<file path="src/rtl/vtpd_pkg.sv">
// Shared types and constants of the vertex transform and perspective divide pipeline.
package vtpd_pkg;

    localparam int NUM_REGS        = 8;
    localparam int CFG_IDX_W       = 3;
    localparam int COORD_W         = 32;
    localparam int PROD_W          = 2 * COORD_W;
    localparam int FRAC_W          = 16;
    localparam int SUM_W           = PROD_W + 2 - FRAC_W;
    localparam int QUO_W           = 32;
    localparam int STEPS_PER_STAGE = 2;

    localparam logic [63:0] REG_RESET [NUM_REGS] = '{
        64'h0000_0000_0001_0000, 64'h0,
        64'h0001_0000_0000_0000, 64'h0,
        64'h0,                   64'h0000_0000_0001_0000,
        64'h0,                   64'h0001_0000_0000_0000
    };

    localparam logic [QUO_W:0] POS_LIMIT = 33'h0_7FFF_FFFF;
    localparam logic [QUO_W:0] NEG_LIMIT = 33'h0_8000_0000;

    // One divider lane: partial remainder, divisor, quotient, dividend bits left, overflow and sign flags
    typedef struct packed {
        logic [SUM_W:0]   rem;
        logic [SUM_W-1:0] den;
        logic [QUO_W-1:0] quo;
        logic [QUO_W-1:0] nbits;
        logic             ovf;
        logic             neg;
    } t_lane;

    typedef struct packed {
        t_lane [2:0]               lane;
        logic                      divide;
        logic [2:0][COORD_W-1:0]   clamp;
        logic                      clamp_sat;
    } t_item;

endpackage

</file>
<file path="src/rtl/vtpd_div_stage.sv">
// One pipeline stage of the restoring divider, STEPS quotient bits per lane.
module vtpd_div_stage #(
    parameter int STEPS = vtpd_pkg::STEPS_PER_STAGE
) (
    input  logic                i_clk,
    input  logic                i_rst_n,
    input  logic                i_ce,
    input  logic                i_valid,
    input  vtpd_pkg::t_item     i_item,
    output logic                o_valid,
    output vtpd_pkg::t_item     o_item
);
    localparam int SW = vtpd_pkg::SUM_W;
    localparam int QW = vtpd_pkg::QUO_W;

    vtpd_pkg::t_item r_item, n_item;
    logic            r_valid;
    logic [SW:0]     t_rem;

    always_comb begin
        n_item = i_item;
        t_rem  = '0;
        for (int l = 0; l < 3; l++) begin
            for (int s = 0; s < STEPS; s++) begin
                t_rem = {n_item.lane[l].rem[SW-1:0], n_item.lane[l].nbits[QW-1]};
                n_item.lane[l].nbits = {n_item.lane[l].nbits[QW-2:0], 1'b0};
                if (t_rem >= {1'b0, n_item.lane[l].den}) begin
                    n_item.lane[l].rem = t_rem - {1'b0, n_item.lane[l].den};
                    n_item.lane[l].quo = {n_item.lane[l].quo[QW-2:0], 1'b1};
                end else begin
                    n_item.lane[l].rem = t_rem;
                    n_item.lane[l].quo = {n_item.lane[l].quo[QW-2:0], 1'b0};
                end
            end
        end
    end

    always_ff @(posedge i_clk) begin
        if (!i_rst_n) begin
            r_valid <= 1'b0;
        end else if (i_ce) begin
            r_valid <= i_valid;
        end
        if (i_ce) begin
            r_item <= n_item;
        end
    end

    assign o_valid = r_valid;
    assign o_item  = r_item;
endmodule

</file>
<file path="config.mk">
export PLATFORM = sky130hd
export DESIGN_NAME = vtpd_div_stage
export DESIGN_NICKNAME = d
export VERILOG_FILES = /design/src/rtl/vtpd_pkg.sv /design/src/rtl/vtpd_div_stage.sv
export SDC_FILE = /design/constraint.sdc
export NUM_CORES = 1
export LEC_CHECK = 0
export ABC_AREA = 1
export BUFFER_PORTS_ARGS = -buffer_cell sky130_fd_sc_hd__clkbuf_2
export CORE_AREA = 8 8 469 471
export CTS_CLUSTER_DIAMETER = 40
export DETAILED_ROUTE_END_ITERATION = 12
export DIE_AREA = 0 0 477 479
export GPL_ROUTABILITY_DRIVEN = 0
export PLACE_DENSITY = 0.45
export SYNTH_ARGS = -nofsm -noshare
export SYNTH_HDL_FRONTEND = slang
export SYNTH_SLANG_ARGS = --single-unit
</file>
<file path="constraint.sdc">
create_clock -name i_clk -period 8.3 [get_ports i_clk]
set_input_delay 1.245 -clock i_clk [delete_from_list [all_inputs] [get_ports i_clk]]
set_output_delay 1.245 -clock i_clk [all_outputs]
set_load 0.02 [all_outputs]
</file>
==> flow_summary.yaml, run 1 <==
finish:
  syn_to_final_growth_pct: 29.1
  drive_gt1_share_pct: 19.5
  finalNetCount: 8658
  post-route-cell-area_mm2: 0.0602
  filler_cell_count: 23846
worst_setup_path:
  reg2reg_depth: 2
  critPathCaptureType: "flop"
  arrival_ns: 7.19
  rrSetupSlack_ns: 7.62
  crit_top_cell: "nand2_1"
  cp_max_fo: 28
  crit_path_max_incr_delay_ns: 0.81
  cp_num_buf_inv: 4
  required_ns: 8.74
  critPathSlowestCell: "o21ai_0"
  cpLargestDelayFamily: "simple AND/OR/NAND/NOR gates"
  path_class: "input pin to flop"
  cp_num_cells: 26
  start_kind: "input pin"
global_route:
  grt_max_degree: 148
  grt_overflow: 0
  grt_pass1_wl_um: 365000
  grt.total_usage_pct: 22.0
  grt_pass1_vias: 48946
  grt_antenna_before_repair: 56
floorplanning:
  start_util_pct: 21.9
  fp.dieH_um: 479
  rows: 170
  ios: 1203
  die_area_mm2: 0.228
  coreArea_mm2: 0.213
  chipWidth_um: 477
outcome:
  outcome: "finished clean"
placed_design:
  dp_hpwl_um: 230000
  place_area_mm2: 0.0560
  io_buffers: 1187
  pre_cts_ws_ns: 0.917
yosys:
  ys_warn_count: 0
  synthFlopType: "edfxtp_1"
  synth-edff-count: 593
  synth_cells: 6500
  netlist_area_mm2: 0.0467
  ys_types: 56
  synth.avg_cell_area_um2: 7.18
  synth_top_area_cell: "edfxtp_1"
  netlist_top_cells_count: "nand2_1 (2,181), inv_1 (1,162), edfxtp_1 (593)"
  yosysSeqAreaShare_pct: 38.2
  synthArstFlopShare_pct: 0
  synth_area_leaders: "edfxtp_1 (38%), nand2_1 (18%), inv_1 (9.3%)"
  ys_ff_latch: 594
  yosysMostFrequentCell: "nand2_1"
  yosys.area.top_type_share_pct: 38.2
flow_run:
  max_cap_viol_count: 0
detailed_routing:
  drc: 0
  vias: 49924
  drt-initial-drc-count: 4369
  avgViaCountPerCell: 4.66
  avgRoutedWirePerCell_um: 24.7
  postRouteAntennaNets: 0
  dr.pass1.iters: 7
  drt-total-wl_um: 265000
sta:
  setup_viol: 0
  relSlewSlack_pct: 20.5
  finalHoldViolCount: 0
  setup_slack_ns: 1.56
  fin_crit_sh_pct: 81.3
  hold_ws_ns: 0.563
  drv_slew: 0
  post-route-min-period_ns: 6.74
  rsz0062_at_grt: "no"
  finalClockSkew_ns: 0
  finalSetupTns_ns: 0
  max_slew.worst_pin.slew_ns: 1.19
  max_clock_freq_ghz: 0.148
cts:
  cts_buffers: 116
  cts_root_buf: "clkbuf_16"
  insertion_delay_ns: 0.78
  ctsHtreeMaxLevel: 3
  clock_path_buffers: 3
  clk_pin_slew_ns: 0.06
  cts_tree: "done"
  post_cts_buffers: 0
  post_cts_resized: 0
  holdBufCountCts: 0
  cts_sinks: 594
pwr:
  max-vdd-ir-drop_mv: 0.182
  power.leakage_nw: 30.1
  power_density_mw_per_mm2: 248
hold_path:
  holdPathStages: 2
  hp-class: "flop to flop"
## area by class of cell
cell class                 count  area (um2)  area share [%]
multi-input combinational   4632       23900            39.7
clock buffer                 123        2930            4.86
inverter                    1181        4430            7.36
antenna                       23        57.6          0.0956
timing repair buffer        1224        6280            10.4
tap                         2838        3550            5.90
sequential                   594       17800            29.6
clock inverter                99        1260            2.09
## layout by cell type, fill, tap and decap left out, types with 15 or more instances in the layout
| master | Yosys | layout |
|---|---|---|
| diode_2 | 0 | 23 |
| bufinv_16 | 0 | 16 |
| buf_4 | 12 | 33 |
| xor2_1 | 106 | 106 |
| o21ai_0 | 177 | 177 |
| nor4_1 | 16 | 16 |
| clkinvlp_4 | 0 | 15 |
| nand4_1 | 235 | 235 |
| xnor2_1 | 88 | 88 |
| clkbuf_16 | 0 | 116 |
| ha_1 | 300 | 300 |
| nand3_1 | 279 | 279 |
| o21a_1 | 15 | 15 |
| o21ai_2 | 25 | 25 |
| nor2_1 | 551 | 551 |
| or2_2 | 19 | 19 |
| inv_2 | 17 | 17 |
| nand2_1 | 2181 | 2180 |
| a31oi_1 | 28 | 27 |
| inv_6 | 0 | 17 |
| a21o_1 | 22 | 22 |
| edfxtp_1 | 593 | 593 |
| o21bai_1 | 58 | 58 |
| nor3_1 | 55 | 55 |
| o21ai_1 | 42 | 42 |
| inv_1 | 1162 | 1162 |
| nand3b_1 | 21 | 21 |
| a21oi_1 | 321 | 319 |
| clkbuf_2 | 2 | 1186 |
## worst reg2reg max path, cell delays in order (launching register included)
cell	delay (ns)
dfxtp_1	0.31
o21ai_0	0.17
a21oi_1	0.06
## flip-flops by register name (all words and copies together), names as in the netlist
name	count
o_valid	1
o_item	593
## routing by layer
layer | track usage [%] | vias up | wire length [um]
met4 | 8.65 | 46 | 11800
li1 | - | 23586 | -
met1 | 26.4 | 23696 | 106000
met3 | 4.78 | 378 | 20400
met5 | 0 | - | 284
met2 | 38.2 | 2218 | 127000
## path summary, 6_finish.rpt
path	to	start
worst max-delay path	o_item[557]	i_item[500]
worst min-delay path	o_valid	o_valid
worst max register to register	o_valid	o_valid
worst min register to register	o_valid	o_valid
## where the power goes
part | internal (mW) | switching [mW]
combinational | 1.63 | 4.15
sequential | 3.89 | 0.249
clock | 3.12 | 1.89
## cell families after synthesis
family | Yosys count | share of synthesized area (%)
adders and majority gates | 306 | 8.30
other | 1 | 0.00804
buffers and inverters | 1279 | 10.7
DFF | 594 | 38.2
xor gates and xnor gates | 194 | 3.64
and+or+nand+nor | 3415 | 30.6
AOI/OAI and AO/OA | 711 | 8.55
## per-stage QoR
stage	util (%)	total power, mW	instances
2_1_floorplan	-	7.44	6505
3_3_place_gp	26.3	9.93	10469
3_5_place_dp	26.3	9.93	10469
4_1_cts	28.3	15.1	10691
5_1_grt	28.3	15.7	10693
6_report	28.3	14.9	10714
No activity file was read; power rests on OpenSTA's default activity.
==> run 2, diff against run 1 <==
PLACE_DENSITY = 0.46   (was 0.45)
clock period = 5.65 ns   (was 8.3 ns; I/O delays follow)
==> run 2 against run 1 <==
  * Clock-buffer cell count is 1 lower
  * Combinational power grew 73%
  * Global-route usage is 0.43 points higher
  * First-iteration DRC count rose by 9.1%
  * Via count is 6.0% higher
  * Critical path depth up 1
  * Register-to-register slack got worse by 2.6 ns
  * Final cell count up 8.2%
  * Power rose by 56%
==> flow_summary.yaml, run 2 (synthesized netlist as in run 1, its figures left out) <==
cts:
  ctsHtreeMaxLevel: 3
  clk_pin_slew_ns: 0.06
  cts_tree: "done"
  holdBufCountCts: 0
  cts_sinks: 594
  cts_root_buf: "clkbuf_16"
  clock_path_buffers: 3
  cts_buffers: 117
  insertion_delay_ns: 0.77
  post_cts_resized: 0
  post_cts_buffers: 0
global_route:
  grt_antenna_before_repair: 50
  grt_overflow: 0
  grt.total_usage_pct: 22.4
  grt_pass1_wl_um: 372000
  grt_max_degree: 104
  grt_pass1_vias: 51824
detailed_routing:
  drt-total-wl_um: 271000
  drt-initial-drc-count: 4768
  avgViaCountPerCell: 4.56
  vias: 52921
  avgRoutedWirePerCell_um: 23.3
  drc: 0
  dr.pass1.iters: 5
  postRouteAntennaNets: 0
worst_setup_path:
  cpLargestDelayFamily: "simple AND/OR/NAND/NOR gates"
  cp_num_buf_inv: 5
  r2r_start: "o_valid"
  critPathSlowestCell: "ha_1"
  cp-startpoint: "i_item[529]"
  required_ns: 6.15
  cp_max_fo: 38
  start_kind: "input pin"
  critPathCaptureType: "flop"
  path_class: "input pin to flop"
  crit_path_max_incr_delay_ns: 0.42
  crit_top_cell: "nand2_1"
  arrival_ns: 5.76
sta:
  relSlewSlack_pct: 41.4
  max_slew.worst_pin.slew_ns: 0.879
  drv_slew: 0
  finalHoldViolCount: 0
  max_clock_freq_ghz: 0.190
  setup_slack_ns: 0.389
  finalClockSkew_ns: 0
  fin_crit_sh_pct: 93.1
  post-route-min-period_ns: 5.26
  hold_ws_ns: 0.212
  setup_viol: 0
  rsz0062_at_grt: "no"
finish:
  finalNetCount: 9529
  final_cell_mix: "nand2_1 (2,180), clkbuf_2 (1,186), inv_1 (1,162), buf_4 (879), edfxtp_1 (593)"
  syn_to_final_growth_pct: 43.6
  post-route-cell-area_mm2: 0.0670
  largest_reg_flops: 593
  layout.cells.most_common: "nand2_1"
  drive_gt1_share_pct: 27.5
floorplanning:
  rows: 170
  coreArea_mm2: 0.213
  start_util_pct: 21.9
  ios: 1203
  fp.dieH_um: 479
  die_area_mm2: 0.228
  chipWidth_um: 477
hold_path:
  hp-start: "i_item[313]"
  hp-class: "input pin to flop"
pwr:
  total_power_mw: 23.3
  power.leakage_nw: 34.4
  max-vdd-ir-drop_mv: 0.280
  power_density_mw_per_mm2: 347
outcome:
  outcome: "finished clean"
placed_design:
  dp_hpwl_um: 237000
  io_buffers: 1187
  pre_cts_ws_ns: -0.226
  place_area_mm2: 0.0628
flow_run:
  max_cap_viol_count: 0
## run 2: where the power goes
part / switching, mW / internal (mW) / total, mW / leakage [nW]
combinational: 6.32 / 3.72 / 10.0 / 26.6
clock: 2.81 / 4.37 / 7.18 / 1.96
sequential: 0.338 / 5.71 / 6.05 / 5.81
total: 9.46 / 13.8 / 23.3 / 34.4
## run 2: worst reg2reg max path, cell delays in order, from the launching register on
cell and delay, ns:
dfxtp_1 0.31, o21ai_0 0.15, a21oi_1 0.05
## run 2: layer usage
metal | GRT usage (%) | vias to the layer above | wire length [um] | share of wire [%]
met4 | 9.70 | 32 | 12800 | 4.7
met3 | 4.60 | 354 | 20000 | 7.4
met2 | 38.6 | 2272 | 128000 | 47
met5 | 0 | - | 201 | 0.074
met1 | 27.1 | 24938 | 109000 | 40
li1 | - | 25325 | - | -
## run 2: metrics by stage
step	setup TNS, ns	utilization [%]	std cells
6_report	0	31.5	11596
5_1_grt	0	31.4	11580
4_1_cts	0	31.4	11562
3_5_place_dp	-10.20	29.5	11339
3_3_place_gp	-9.37	29.5	11339
2_1_floorplan	0	-	6505
## run 2: worst paths after layout
kind	end	slack (ns)	depth (start not counted)
max	o_item[587]	0.39	27
min	o_item[315]	0.21	1
min reg2reg	o_valid	0.54	2
max reg2reg	o_valid	5.03	2
## run 2: final cells by class
cell class	instances	area [um2]
Tap cell	2838	3550
Fill cell	23143	146000
Sequential cell	594	17800
Clock buffer	122	2950
Clock inverter	101	1160
Antenna cell	34	85.1
Timing Repair Buffer	2094	13100
Inverter	1181	4430
Multi-Input combinational cell	4632	23900
